--- src/esr_pkg.sv ---
// Shared types, codes and helpers of the serial EEPROM command responder.
package esr_pkg;

    localparam int unsigned STORE_BYTES_DEF = 2048;
    localparam int unsigned LINE_BYTES      = 8;
    localparam int unsigned PADDR_W         = 3;

    // Command codes
    localparam logic [7:0] CMD_STATUS = 8'h00;
    localparam logic [7:0] CMD_READ   = 8'h04;
    localparam logic [7:0] CMD_WRITE  = 8'h05;

    // Save modes
    localparam logic [1:0] MODE_AUTO  = 2'd0;
    localparam logic [1:0] MODE_4K    = 2'd1;
    localparam logic [1:0] MODE_16K   = 2'd2;
    localparam logic [1:0] MODE_OTHER = 2'd3;

    // Register indexes (paddr[2])
    localparam logic REG_SAVE_MODE   = 1'b0;
    localparam logic REG_FORCE_LARGE = 1'b1;

    // Status answer bytes
    localparam logic [7:0] TYPE_4K     = 8'h80;
    localparam logic [7:0] TYPE_16K    = 8'hC0;
    localparam logic [7:0] FLAG_NO_DEV = 8'h80;
    localparam logic [7:0] FLAG_LEN    = 8'h40;
    localparam logic [7:0] LEN_STATUS  = 8'd3;

    typedef struct packed {
        logic [7:0]  func;
        logic [7:0]  rx_len;
        logic [7:0]  line_sel;
        logic [63:0] data;
    } cmd_t;

    typedef struct packed {
        logic [7:0]  rx_len;
        logic [7:0]  line_sel;
        logic [63:0] data;
    } rsp_t;

    // Line number modulo the line count; count is at least 64, so four
    // compare-and-subtract steps cover any 8-bit value.
    function automatic logic [7:0] line_wrap(input logic [7:0] sel, input logic [8:0] count);
        logic [8:0] r;
        r = {1'b0, sel};
        for (int i = 0; i < 4; i++)
        begin
            if (r >= count)
            begin
                r = r - count;
            end
        end
        return r[7:0];
    endfunction

endpackage

--- src/esr_cfg.sv ---
// APB register file: save mode, force flag and auto-mode resolution.
module esr_cfg (
    input  logic                        clk,
    input  logic                        rst_n,
    input  logic                        psel,
    input  logic                        penable,
    input  logic                        pwrite,
    input  logic [esr_pkg::PADDR_W-1:0] paddr,
    input  logic [31:0]                 pwdata,
    output logic [31:0]                 prdata,
    input  logic                        resolve,
    output logic [1:0]                  eff_mode
);
    import esr_pkg::*;

    logic [1:0] mode_reg, mode_next;
    logic       force_reg, force_next;
    logic       wr;

    assign wr       = psel && penable && pwrite;
    assign eff_mode = (mode_reg == MODE_AUTO) ? (force_reg ? MODE_16K : MODE_4K) : mode_reg;

    always_comb
    begin
        mode_next  = mode_reg;
        force_next = force_reg;
        // auto mode sticks to what it resolved to on the first command
        if (resolve && mode_reg == MODE_AUTO)
        begin
            mode_next = eff_mode;
        end
        if (wr)
        begin
            case (paddr[2])
                REG_SAVE_MODE:   mode_next  = pwdata[1:0];
                REG_FORCE_LARGE: force_next = pwdata[0];
                default:         ;
            endcase
        end
    end

    always_ff @(posedge clk or negedge rst_n)
    begin
        if (!rst_n)
        begin
            mode_reg  <= MODE_AUTO;
            force_reg <= 1'b0;
        end
        else
        begin
            mode_reg  <= mode_next;
            force_reg <= force_next;
        end
    end

    always_comb
    begin
        prdata = '0;
        if (paddr[1:0] == 2'b00)
        begin
            case (paddr[2])
                REG_SAVE_MODE:   prdata = {30'd0, mode_reg};
                REG_FORCE_LARGE: prdata = {31'd0, force_reg};
                default:         prdata = '0;
            endcase
        end
    end
endmodule

--- config.mk ---
export PLATFORM = sky130hd
export DESIGN_NAME = esr_cfg
export DESIGN_NICKNAME = d
export VERILOG_FILES = /design/src/esr_pkg.sv /design/src/esr_cfg.sv
export SDC_FILE = /design/constraint.sdc
export NUM_CORES = 1
export LEC_CHECK = 0
export BUFFER_PORTS_ARGS = -buffer_cell sky130_fd_sc_hd__buf_2
export CORE_MARGIN = 10
export CORE_UTILIZATION = 26
export CTS_BUF_LIST = sky130_fd_sc_hd__clkbuf_4 sky130_fd_sc_hd__clkbuf_8 sky130_fd_sc_hd__clkbuf_16
export DETAILED_ROUTE_END_ITERATION = 6
export GPL_ROUTABILITY_DRIVEN = 0
export MAX_ROUTING_LAYER = met4
export PLACE_DENSITY_LB_ADDON = 0.25
export SETUP_SLACK_MARGIN = 0.5
export SYNTH_ARGS = -nofsm -noshare
export SYNTH_HDL_FRONTEND = slang
export SYNTH_SLANG_ARGS = --single-unit
--- constraint.sdc ---
create_clock -name clk -period 1 [get_ports clk]
set_input_delay 0.2 -clock clk [delete_from_list [all_inputs] [get_ports clk]]
set_output_delay 0.2 -clock clk [all_outputs]
set_load 0.03 [all_outputs]
==> flow_summary.toml <==
[clock_network]
cts.sinks = 3
clk-insertion-delay-late_ns = 0.24
cts_tree = "yes"
post-cts-setup-buffers = 0
root_buffer = "clkbuf_4"
cts_buffers = 3
h-tree-depth = 1
clk_pin_slew_worst_paths_ns = 0.04
clockBufferDepth = 2

[power]
p_comb_frac = 0.514
p_leak_nw = 0.294
swShare = 0.449
irDropWorstVdd_mv = 0.527
p_sw_w = 0.000389
finalPower_w = 0.000868
p_per_area_nw_per_um2 = 1660
pwr-share-clk = 0.284
internal_power_w = 0.000479
p_seq_frac = 0.202

[synthesis]
ys_top_cells_by_count = "30 x buf_4, 3 x dfrtp_1, 2 x inv_1"
synth_ff_type = "dfrtp_1"
async_flop_share = 1.00
synthesis.area_um2 = 428
ys_warn_count = 0
yosysSeqAreaShare = 0.175
synth.most_common_cell = "buf_4"
synth.area.top_cells = "buf_4 53%, dfrtp_1 18%, nand4b_4 5.6%"
yosys.area.top_type = "buf_4"
syn_area_per_cell_um2 = 8.56
ys_ff_latch = 3
yosysTopAreaCellShare = 0.526
synth_enable_flop_cells = 0
synth.distinct_cells = 18
synth_cells = 50

[final_layout]
final-seq-area_um2 = 76.3
area_growth_pct = 22.2
layout-drive-gt1-share = 0.386
nets = 112
multi_input_area_um2 = 262
num_antenna_cells = 0
largest_reg_flops = 2
fillCellCount = 175

[hold_path]
hold_start = "pwdata[1]"
holdPathStages = 3
min_to = "mode_reg[1]"
hp-class = "input pin to flop"

[timing]
finalWorstSetupSlack_ns = -0.256
setup_tns_ns = -0.984
rsz0062_at_grt = "yes"
fmax_ghz = 0.796
skew_ns = 0.00252
hold_viol = 0
slew_viol_final = 0
setup_viol = 4
finalCritPeriodShare = 1.26
fin_crit_ns = 1.26
hold_ws_ns = 0.222

[setup_path]
cp_max_fo = 3
regToRegSetupSlack_ns = 0.02
cp_slowest_stage_delay_ns = 0.39
path_buf_inv = 2
cp_common_cell = "buf_6"
timing.rr.end = "mode_reg[1]"
cp.arrival_ns = 1.06
reg2reg_depth = 4
critPathKind = "flop to output pin"
cpLargestDelayFamily = "flip-flops"
start_kind = "flop"
cp.required_ns = 0.80
crit_chain = "buf_6 -> a21o_1 -> buf_6"
slowest_stage = "dfrtp_1"
cp-end-kind = "output pin"
r2r_start = "force_reg"

[global_routing]
grt-ovfl-total = 0
antenna_found_initial = 0
grt_pass1_vias = 326
grt_usage = 0.0561
grt_max_degree = 5
grt_pass1_wl_um = 1390

[route]
wl_per_cell_um = 12.4
finalWirelength_um = 1060
drt_first_iter_violations = 2
vias = 305
ant_nets = 0
firstDrtPassIters = 2
vias_per_cell = 3.55
drc_errors = 0

[status]
violations = "negative setup slack"
status = "finished, violations left"

[die]
core_area_um2 = 1520
pin_count = 75
die-area_um2 = 3670
initial_core_util = 0.281
dieHeight_um = 60.6
rows = 14
die_w_um = 60.6

[place]
hpwl_um = 941
place_ws_ns = -0.0639
io_buffers = 14

[flow_run]
drv_cap = 0
metrics by stage:
stage               std cells  cell area (um2)  utilization
global placement           81              443        0.291
floorplan                  79              563            -
CTS                        86              519        0.341
finish                     86              523        0.343
detailed placement         81              443        0.291
global route               86              523        0.343
what timing repair did:
item / 4_1_cts / 5_1_grt
pin swaps: 3 / 0
hold buffers: 1 / 0
setup endpoints to repair: 7 / 7
resized for setup: 11 / 2
hold endpoints to repair: 3 / 0
cells in the final DEF, fill, tap and decap left out:
cell,n
o21ai_1,2
dfrtp_2,1
dlygate4sd3_1,1
nand2_2,1
mux2i_2,1
buf_2,10
nor3_4,1
inv_1,2
a21o_1,1
dfrtp_1,2
nor4b_4,1
a31oi_1,1
buf_6,6
o21bai_4,1
o211ai_1,1
nand4b_4,1
conb_1,30
nand4_1,1
clkbuf_4,4
a21oi_1,1
nor2_1,1
layout make-up:
| class | instances | area share |
|---|---|---|
| Timing Repair Buffer | 17 | 0.244 |
| Multi-Input combinational cell | 44 | 0.500 |
| Sequential cell | 3 | 0.146 |
| Tap cell | 16 | 0.0383 |
| Clock buffer | 4 | 0.0574 |
| Inverter | 2 | 0.0144 |
worst register-to-register path, delay by kind of cell, from the launching register on:
kind                   cells  cell delay (ns)
buffers and inverters      2             0.24
DFF                        1             0.39
AOI/OAI and AO/OA          2             0.23
per-layer routing:
metal / global-route usage / vias to the layer above / routed length, um
met5: - / - / 0
met1: 0.0458 / 134 / 362
met4: 0.0564 / 0 / 24
met2: 0.0873 / 24 / 555
met3: 0.0292 / 4 / 120
li1: - / 143 / -
cell families (layout without fill, tap and decap cells):
group / count (synthesis) / in the layout / share of synthesized area
AOI/OAI and AO/OA: 7 / 7 / 0.129
other: 1 / 30 / 0.00876
buffers and inverters: 32 / 23 / 0.544
DFF: 3 / 3 / 0.175
and+or+nand+nor: 6 / 6 / 0.120
muxes: 1 / 1 / 0.0234
power by group through the flow:
stage,Sequential (W),Clock [W],Combinational (W)
global route,0.000179,0.000265,0.000473
detailed placement,0.000172,0,0.000386
global placement,0.000171,0,0.000386
floorplan,0.000175,0,0.000376
finish,0.000175,0.000247,0.000446
CTS,0.000174,0.000257,0.000440
worst max path at each step:
| stage | startpoint | endpoint | slack, ns | cells after the start |
|---|---|---|---|---|
| after floorplan | mode_reg[1] | prdata[1] | -0.04 | 1 |
| after global placement | paddr[2] | prdata[0] | -0.08 | 4 |
| after detailed placement | mode_reg[1] | prdata[1] | -0.06 | 2 |
| after CTS | mode_reg[1] | prdata[1] | -0.28 | 2 |
| after global routing | force_reg | eff_mode[1] | -0.29 | 3 |
| final | force_reg | eff_mode[1] | -0.26 | 3 |
(Power assumes the default switching activity.)
