File: src/esr_pkg.sv
// Shared types, codes and helpers of the serial EEPROM command responder.
package esr_pkg;

    localparam int unsigned STORE_BYTES_DEF = 2048;
    localparam int unsigned LINE_BYTES      = 8;
    localparam int unsigned PADDR_W         = 3;

    // Command codes
    localparam logic [7:0] CMD_STATUS = 8'h00;
    localparam logic [7:0] CMD_READ   = 8'h04;
    localparam logic [7:0] CMD_WRITE  = 8'h05;

    // Save modes
    localparam logic [1:0] MODE_AUTO  = 2'd0;
    localparam logic [1:0] MODE_4K    = 2'd1;
    localparam logic [1:0] MODE_16K   = 2'd2;
    localparam logic [1:0] MODE_OTHER = 2'd3;

    // Register indexes (paddr[2])
    localparam logic REG_SAVE_MODE   = 1'b0;
    localparam logic REG_FORCE_LARGE = 1'b1;

    // Status answer bytes
    localparam logic [7:0] TYPE_4K     = 8'h80;
    localparam logic [7:0] TYPE_16K    = 8'hC0;
    localparam logic [7:0] FLAG_NO_DEV = 8'h80;
    localparam logic [7:0] FLAG_LEN    = 8'h40;
    localparam logic [7:0] LEN_STATUS  = 8'd3;

    typedef struct packed {
        logic [7:0]  func;
        logic [7:0]  rx_len;
        logic [7:0]  line_sel;
        logic [63:0] data;
    } cmd_t;

    typedef struct packed {
        logic [7:0]  rx_len;
        logic [7:0]  line_sel;
        logic [63:0] data;
    } rsp_t;

    // Line number modulo the line count; count is at least 64, so four
    // compare-and-subtract steps cover any 8-bit value.
    function automatic logic [7:0] line_wrap(input logic [7:0] sel, input logic [8:0] count);
        logic [8:0] r;
        r = {1'b0, sel};
        for (int i = 0; i < 4; i++)
        begin
            if (r >= count)
            begin
                r = r - count;
            end
        end
        return r[7:0];
    endfunction

endpackage

File: src/esr_resp.sv
// Response formation: status answer, line read data, pass-through.
module esr_resp (
    input  esr_pkg::cmd_t cmd,
    input  logic [63:0]   rd_data,
    input  logic          rd_hit,
    input  logic [1:0]    mode,
    output esr_pkg::rsp_t rsp
);
    import esr_pkg::*;

    logic       is_eeprom;
    logic [7:0] type_code;
    logic [1:0] k;

    assign is_eeprom = mode inside {MODE_4K, MODE_16K};
    assign type_code = (mode == MODE_4K) ? TYPE_4K : TYPE_16K;
    assign k         = cmd.rx_len[1:0];

    always_comb
    begin
        rsp.rx_len   = cmd.rx_len;
        rsp.line_sel = cmd.line_sel;
        rsp.data     = cmd.data;
        case (cmd.func)
            CMD_STATUS:
            begin
                if (!is_eeprom)
                begin
                    rsp.rx_len = cmd.rx_len | FLAG_NO_DEV;
                end
                else if (cmd.rx_len == LEN_STATUS)
                begin
                    rsp.line_sel   = 8'h00;
                    rsp.data[15:0] = {8'h00, type_code};
                end
                else
                begin
                    // short answer: only the first k bytes are written
                    rsp.rx_len = cmd.rx_len | FLAG_LEN;
                    if (k > 2'd0)
                    begin
                        rsp.line_sel = 8'h00;
                    end
                    if (k > 2'd1)
                    begin
                        rsp.data[7:0] = type_code;
                    end
                    if (k > 2'd2)
                    begin
                        rsp.data[15:8] = 8'h00;
                    end
                end
            end
            CMD_READ:
            begin
                rsp.data = rd_hit ? rd_data : 64'd0;
            end
            default:
            begin
            end
        endcase
    end
endmodule

File: config.mk
export PLATFORM = sky130hd
export DESIGN_NAME = esr_resp
export DESIGN_NICKNAME = d
export VERILOG_FILES = /design/src/esr_pkg.sv /design/src/esr_resp.sv
export SDC_FILE = /design/constraint.sdc
export NUM_CORES = 1
export LEC_CHECK = 0
export ABC_AREA = 1
export ABC_CLOCK_PERIOD_IN_PS = 7100
export BUFFER_PORTS_ARGS = -buffer_cell sky130_fd_sc_hd__buf_2
export CORE_AREA = 2 2 92 94
export DETAILED_ROUTE_END_ITERATION = 6
export DIE_AREA = 0 0 94 96
export GPL_ROUTABILITY_DRIVEN = 1
export PLACE_DENSITY = 0.71
export SLEW_MARGIN = 20
export SYNTH_ARGS = -nofsm -noshare
export SYNTH_HDL_FRONTEND = slang
export SYNTH_SLANG_ARGS = --single-unit
export TNS_END_PERCENT = 50
File: constraint.sdc
create_clock -name vclk -period 7.1
set_clock_uncertainty 0.05 [all_clocks]
set_input_delay 2.13 -clock vclk [all_inputs]
set_output_delay 2.13 -clock vclk [all_outputs]
set_load 0.1 [all_outputs]
==> summary.txt, run 1 <==
Outcome
  • Result of the run: finished clean

Synth
  • Post-synth top area share: 33.4%
  • Synthesized Nets: 541
  • Synth Instances: 385
  • Sequential area share after synthesis: 0%
  • Ranking of synthesized cells by area: nand2_1, inv_1, o21ai_2, nand3_2, o21ai_1
  • Unique cell type count in the Yosys netlist: 22
  • Netlist area before placement: 0.00191 mm^2
  • Post-synthesis area per instance: 4.96 um^2
  • Ys Warns: 0
  • Most instantiated library cell after synthesis: nand2_1
  • Most area-hungry cell type in the Yosys netlist: nand2_1
  • Leading cell types by count after synthesis: nand2_1, inv_1, o21ai_1, nand3_1, o21ai_2

Placement
  • DP HPWL: 6710 um
  • Gpl congestion: 0.779
  • Port Buffer Count: 235

GRT
  • Aggregate global routing overflow: 0
  • GR peak layer: met2
  • Initial antenna violation count: 0
  • Met2 global-route usage: 30.7%
  • Number of global-route vias before repair: 2554
  • Overall fraction of global-route tracks in use: 16.0%
  • Met3 capacity usage during global routing: 2.82%
  • GR Util met1: 19.3%
  • Wire length of the first global-routing pass: 11900 um
  • Maximum number of pins on one net before global-route repair: 62

Hold path
  • Number of cells on the worst hold path: 2
  • Hold worst-path end: rsp[75]
  • Worst hold path type: input port to output port
  • Launch instance of the worst min-delay path: cmd[75]

Route
  • Number of routed nets with antenna violations: 0
  • Routed WL per cell: 11.1 um
  • Final routed DRC violation total: 0
  • Vias per cell: 4.15
  • 1st-pass router iterations: 4
  • Number of DRC markers in iteration 0: 48
  • Routed Wire Length: 7750 um
  • Total number of vias: 2904

Cells and area
  • Share of final-layout standard cells stronger than drive strength 1: 49.3%
  • # clk buffers: 0
  • Final core utilization: 37.7%
  • Area of all sequential standard cells: 0 um^2
  • Synthesis-to-layout area growth: 59.0%
  • Fin nets: 752
  • Count of flip-flops and latches: 0
  • Diode insertion count for antenna repair: 0

Timing
  • Setup-failing EPs final: 0
  • Summed negative setup slack over all endpoints: 0 ns
  • Slew HR: 65.2%
  • Peak clock frequency supported by timing: 167 MHz
  • Transition at the pin with the smallest max-transition slack: 0.522 ns
  • Final clock period utilization by the worst path: 84.4%
  • RSZ-0062 raised after global routing: no
  • Number of hold violations in the final report: 0
  • Post-route minimum period: 5.99 ns
  • Final Max Slew Viols: 0

Clocking
  • Number of cells upsized or downsized after cts: 0
  • Hold buffer count at cts: 0
  • Post-CTS Setup Inserts: 0

Pwr
  • Max VDD drop: 0.0000546 V
  • Leakage power: 2.14 nW
  • Power Dens Cells: 103 mW/mm^2

Critical path
  • Maximum net fanout on the critical path: 35
  • Startpoint class of the critical path: input port
  • Crit path from: cmd[83]
  • Required time of the critical path: 4.92 ns
  • Worst Path Arrival: 3.81 ns
  • Setup CP Type: input port to output port
  • Worst Setup End Kind: output port

Floorplanning
  • Starting utilization of the core area: 23.7%
  • Area of the core region: 0.00805 mm^2
  • Width of the chip: 94 um
  • Die boundary height: 96 um
  • Number of top-level pins: 235
  • Number of rows in the core area: 33
  • Die footprint: 0.00902 mm^2

Job
  • Max capacitance violation total: 0
-- worst max-delay path, cell delays in order --
cell	delay [ns]
buf_2	0.11
inv_2	0.05
nand2_2	0.08
nor2_8	0.26
nand2_4	0.23
buf_4	0.33
o21ai_1	0.15
buf_2	0.46
-- how the worst max path moves through the flow --
stage	cells past startpoint	slack [ns]	endpoint
floorplan	6	0.86	rsp[23]
global placement	8	1.10	rsp[22]
detailed placement	8	1.07	rsp[21]
CTS	8	1.07	rsp[21]
global route	8	0.95	rsp[21]
finish	8	1.11	rsp[21]
-- placed cells by master, fill, tap and decap left out, drive strengths merged --
cell,n
nor2,23
nand3,34
nand2,182
inv,65
o21bai,1
nor3,2
o21ai,48
buf,238
ha,1
-- cell families after synthesis --
| group | Yosys count | synth area share, % |
|---|---|---|
| AO/OA/AOI/OAI | 49 | 17.1 |
| buffers and inverters | 94 | 24.4 |
| AND/OR/NAND/NOR | 241 | 57.9 |
| adder cells (fa/ha/maj) | 1 | 0.655 |
-- power by group --
group / internal (mW) / leakage [nW] / switching, mW
logic: 0.0686 / 2.14 / 0.246
registers: 0 / 0 / 0
clock network: 0 / 0 / 0
total: 0.0686 / 2.14 / 0.246
-- per-stage QoR --
step | total power [mW] | setup WS (ns) | hold slack (ns) | instance area, um^2 | cells
floorplan | 0.240 | 0.856 | 4.42 | 1910 | 385
global placement | 0.315 | 1.10 | 4.60 | 3040 | 699
detailed placement | 0.316 | 1.07 | 4.59 | 3040 | 699
CTS | 0.316 | 1.07 | 4.59 | 3040 | 699
global route | 0.333 | 0.954 | 4.60 | 3040 | 699
finish | 0.314 | 1.11 | 4.60 | 3040 | 699
-- per-layer routing --
metal | share of wire [%] | routed length [um]
met1 | 39 | 3010
met2 | 50 | 3880
met3 | 10 | 789
met4 | 0.88 | 68
met5 | 0 | 0
-- cell type report --
class,instances,area (um^2)
Fill cell,954,5020
Multi-Input combinational cell,291,1440
Timing Repair Buffer,238,1210
Inverter,65,249
Tap cell,105,131
Power figures use the tool's default switching activity.
==> inputs of run 2 (changes only) <==
- ABC_CLOCK_PERIOD_IN_PS: 7100 -> 5270
- PLACE_DENSITY: 0.71 -> 0.73
- clock period: 7.1 -> 5.27 ns (I/O delays scaled with it)
==> run 2 against run 1 <==
  * Total power increased by 67%
  * Clock-buffer cell count unchanged
  * Non-clock buffer count increased by 7
  * Critical path depth increased by 2
  * Routed wire length increased by 3.2%
  * Hold slack got worse by 1.1 ns
  * Global-route usage increased by 0.41 points
  * Highest routed layer unchanged
  * Final area increased by 34%
  * Flip-flop and latch count unchanged
  * Final cell count increased by 1.0%
  * Die area unchanged
  * Sequential share of layout area unchanged
==> summary.txt, run 2 (synthesis results as in run 1) <==
Route
  • Number of DRC markers in iteration 0: 44
  • Vias per cell: 4.13
  • Total number of vias: 2918
  • Routed Wire Length: 8000 um
  • Final routed DRC violation total: 0
  • 1st-pass router iterations: 4
  • Routed WL per cell: 11.3 um
  • Number of routed nets with antenna violations: 0

Critical path
  • Standard cell with the maximum stage delay on the critical path: nand2_4
  • Cell type group with the largest total delay on the critical path: simple AND/OR/NAND/NOR gates
  • Startpoint class of the critical path: input port
  • Crit-path cells: buf_2 > inv_2 > nand2_2 > nor2_8 > nand2_4 > buf_12 > buf_4 > nand3_2 > nand2_1 > buf_12
  • Maximum net fanout on the critical path: 37
  • Required time of the critical path: 3.64 ns
  • Stage delay of the slowest cell on the critical path: 0.28 ns
  • Count of buffering cells on the critical path with inverters included: 5
  • Worst Path Arrival: 3.14 ns
  • Worst Setup End Kind: output port
  • Setup CP Type: input port to output port
  • Most numerous cell on the critical path: buf_12

Cells and area
  • Finished Cell Area: 0.00406 mm^2
  • Share of final-layout standard cells stronger than drive strength 1: 49.9%
  • Commonest cells after routing, fill and taps aside: buf_2, nand2_1, buf_12
  • Most common cell after layout, fill and taps aside: buf_2
  • Synthesis-to-layout area growth: 113%
  • Diode insertion count for antenna repair: 0
  • Final core utilization: 50.4%
  • Count of flip-flops and latches: 0
  • Fin nets: 759
  • Area of all sequential standard cells: 0 um^2
  • # clk buffers: 0
  • Number of standard cells in the final layout excluding fillers: 706

Pwr
  • Clk pwr share: 0%
  • Share of total power in combinational logic: 100.0%
  • Fraction of power spent switching nets: 66.3%
  • Switching power total: 0.348 mW
  • Max VDD drop: 0.0000804 V
  • Leakage power: 2.52 nW
  • Sequential cell fraction of total power: 0%
  • Power Dens Cells: 129 mW/mm^2
  • PnR Total Power: 0.525 mW
  • Int Power: 0.177 mW

Hold path
  • Hold worst-path end: rsp[62]
  • Worst hold path type: input port to output port
  • Number of cells on the worst hold path: 4
  • Launch instance of the worst min-delay path: cmd[62]

Floorplanning
  • Width of the chip: 94 um
  • Starting utilization of the core area: 23.7%
  • Die boundary height: 96 um
  • Area of the core region: 0.00805 mm^2
  • Number of rows in the core area: 33
  • Die footprint: 0.00902 mm^2
  • Number of top-level pins: 235

Clocking
  • Hold buffer count at cts: 0
  • Post-CTS Setup Inserts: 0
  • Number of cells upsized or downsized after cts: 0

Placement
  • Placed Area: 0.00406 mm^2
  • Gpl congestion: 0.833
  • Port Buffer Count: 235
  • Inst Count DP: 706
  • Worst slack after detailed placement: 0.477 ns
  • DP HPWL: 7130 um

Timing
  • Final clock period utilization by the worst path: 90.5%
  • Least setup slack across all paths after layout: 0.500 ns
  • Worst hold slack across all endpoints: 3.49 ns
  • Number of hold violations in the final report: 0
  • Post-route minimum period: 4.77 ns
  • Transition at the pin with the smallest max-transition slack: 0.490 ns
  • Slew HR: 67.6%
  • Setup-failing EPs final: 0
  • RSZ-0062 raised after global routing: no
  • Peak clock frequency supported by timing: 210 MHz
  • Final Max Slew Viols: 0
  • Summed negative setup slack over all endpoints: 0 ns

GRT
  • Overall fraction of global-route tracks in use: 16.5%
  • Initial antenna violation count: 0
  • Aggregate global routing overflow: 0
  • Wire length of the first global-routing pass: 12100 um
  • Maximum number of pins on one net before global-route repair: 46
  • Number of global-route vias before repair: 2630

Job
  • Max capacitance violation total: 0

Outcome
  • Result of the run: finished clean
run 2: changes by cell type in the layout (fill, tap and decap cells not counted):
cell    delta
buf_2     -64
buf_4      +6
buf_12    +65
run 2: how the worst max path moves through the flow:
stage | startpoint | to | slack, ns | depth (start not counted)
after global placement | cmd[87] | rsp[3] | 0.50 | 10
after CTS | cmd[83] | rsp[5] | 0.47 | 10
after floorplan | cmd[87] | rsp[23] | 0.12 | 6
final | cmd[83] | rsp[5] | 0.50 | 10
after global routing | cmd[80] | rsp[1] | 0.35 | 10
after detailed placement | cmd[83] | rsp[5] | 0.48 | 10
run 2: area by class of cell:
type | instances | area [um^2]
fillers | 794 | 3990
inverters | 65 | 249
multi-input cells | 291 | 1440
well taps | 105 | 131
repair buffers | 245 | 2240
run 2: layer usage:
metal  global-route usage (%)  share of wire, %
met4                     1.45               1.0
met2                     35.2                55
met5                        0                 0
met3                     1.41               8.0
met1                     17.8                36
run 2: power groups by stage:
stage                     Combinational (mW)  Sequential, mW  Clock, mW
final                                  0.525               0          0
after global routing                   0.551               0          0
after CTS                              0.529               0          0
after detailed placement               0.528               0          0
after global placement                 0.525               0          0
after floorplan                        0.324               0          0
run 2: worst min-delay path, cell delays in order:
cell	delay [ns]
buf_2	0.07
nand2_1	0.05
o21ai_2	0.07
buf_12	0.17
==> inputs of run 3 (changes only) <==
- CELL_PAD_IN_SITES_DETAIL_PLACEMENT: default -> 0
- CELL_PAD_IN_SITES_GLOBAL_PLACEMENT: default -> 2
- CORE_AREA: 2 2 92 94 -> default
- CORE_MARGIN: default -> 2
- CORE_UTILIZATION: default -> 12
- DIE_AREA: 0 0 94 96 -> default
- PLACE_DENSITY: 0.73 -> 0.9
- REMOVE_ABC_BUFFERS: default -> 1
==> run 3 against run 2 <==
  * Fmax increased by 1.2%
  * Flip-flop and latch count stayed put
  * Final cell count up 15%
  * Largest power group unchanged
  * Die area up 88%
  * Combinational power about the same
  * Clock-buffer cell count stayed put
  * Highest routed layer is now met3
==> summary.txt, run 3 (synthesis results as in run 1) <==
Critical path
  • Crit-path cells: buf_2 > ha_1 > inv_1 > nand3_1 > nand2_1 > inv_1 > nand2_1 > nand2_1 > inv_1 > nand2_1 > buf_12
  • Standard cell with the maximum stage delay on the critical path: nand3_1
  • Cell type group with the largest total delay on the critical path: simple AND/OR/NAND/NOR gates
  • Count of buffering cells on the critical path with inverters included: 5
  • Required time of the critical path: 3.64 ns
  • Setup CP Type: input port to output port
  • Maximum net fanout on the critical path: 8
  • Stage delay of the slowest cell on the critical path: 0.36 ns
  • Most numerous cell on the critical path: nand2_1
  • Worst Setup End Kind: output port
  • Startpoint class of the critical path: input port
  • Worst Path Arrival: 3.08 ns

Hold path
  • Number of cells on the worst hold path: 4
  • Launch instance of the worst min-delay path: cmd[43]
  • Hold worst-path end: rsp[43]
  • Worst hold path type: input port to output port

Placement
  • Placed Area: 0.00420 mm^2
  • Port Buffer Count: 235
  • DP HPWL: 7760 um
  • Worst slack after detailed placement: 0.516 ns
  • Inst Count DP: 815
  • Gpl congestion: 0.730

Timing
  • Transition at the pin with the smallest max-transition slack: 0.508 ns
  • Summed negative setup slack over all endpoints: 0 ns
  • Worst hold slack across all endpoints: 3.49 ns
  • Setup-failing EPs final: 0
  • Final clock period utilization by the worst path: 89.5%
  • Slew HR: 66.4%
  • Number of hold violations in the final report: 0
  • Post-route minimum period: 4.71 ns
  • RSZ-0062 raised after global routing: no
  • Final Max Slew Viols: 0
  • Least setup slack across all paths after layout: 0.556 ns
  • Peak clock frequency supported by timing: 212 MHz

Cells and area
  • # clk buffers: 0
  • Fin nets: 757
  • Final core utilization: 26.7%
  • Commonest cells after routing, fill and taps aside: buf_2, nand2_1, buf_12
  • Most common cell after layout, fill and taps aside: buf_2
  • Share of final-layout standard cells stronger than drive strength 1: 49.7%
  • Finished Cell Area: 0.00420 mm^2
  • Number of standard cells in the final layout excluding fillers: 815
  • Area of all sequential standard cells: 0 um^2
  • Number of filler instances in the final layout: 1747
  • Diode insertion count for antenna repair: 0
  • Synthesis-to-layout area growth: 120%
  • Count of flip-flops and latches: 0

Route
  • Number of routed nets with antenna violations: 0
  • Routed Wire Length: 9200 um
  • Final routed DRC violation total: 0
  • Vias per cell: 3.60
  • Total number of vias: 2932
  • Number of DRC markers in iteration 0: 62
  • Routed WL per cell: 11.3 um
  • 1st-pass router iterations: 4

Outcome
  • Result of the run: finished clean

Clocking
  • Hold buffer count at cts: 0
  • Number of cells upsized or downsized after cts: 0
  • Post-CTS Setup Inserts: 0

Pwr
  • PnR Total Power: 0.527 mW
  • Leakage power: 2.52 nW
  • Power Dens Cells: 126 mW/mm^2
  • Max VDD drop: 0.0000644 V

Floorplanning
  • Area of the core region: 0.0157 mm^2
  • Width of the chip: 130 um
  • Die boundary height: 130 um
  • Number of top-level pins: 235
  • Number of rows in the core area: 46
  • Die footprint: 0.0169 mm^2
  • Starting utilization of the core area: 12.2%

GRT
  • Number of global-route vias before repair: 2763
  • Maximum number of pins on one net before global-route repair: 75
  • Overall fraction of global-route tracks in use: 10.3%
  • Initial antenna violation count: 0
  • Aggregate global routing overflow: 0
  • Wire length of the first global-routing pass: 13900 um

Job
  • Max capacitance violation total: 0
run 3: worst max-delay path by stage:
stage | startpoint | to | cells after the start
after floorplan | cmd[87] | rsp[16] | 5
after CTS | mode[0] | rsp[8] | 11
after global placement | mode[0] | rsp[13] | 11
after global routing | mode[1] | rsp[8] | 12
after detailed placement | mode[0] | rsp[8] | 11
final | mode[0] | rsp[13] | 11
run 3: final cells by class:
type | instances | area, um^2 | share of cell area, %
Inverter | 65 | 249 | 5.93
Multi-Input combinational cell | 291 | 1440 | 34.4
Tap cell | 216 | 270 | 6.44
Timing Repair Buffer | 243 | 2230 | 53.2
run 3: where the power goes:
group	internal (mW)	switching, mW
Combinational	0.178	0.349
Sequential	0	0
Clock	0	0
Total	0.178	0.349
run 3: worst min-delay path, delay by kind of cell:
family / cells / cell delay [ns]
compound gates: 1 / 0.07
buf+inv: 2 / 0.25
simple gates: 1 / 0.05
run 3: routing by layer:
layer	global-route usage, %	vias to the layer above	share of wire [%]
li1	-	1581	-
met1	12.3	1210	41
met2	20.0	141	50
met3	2.01	0	9.0
met4	0	0	0
met5	0	-	0
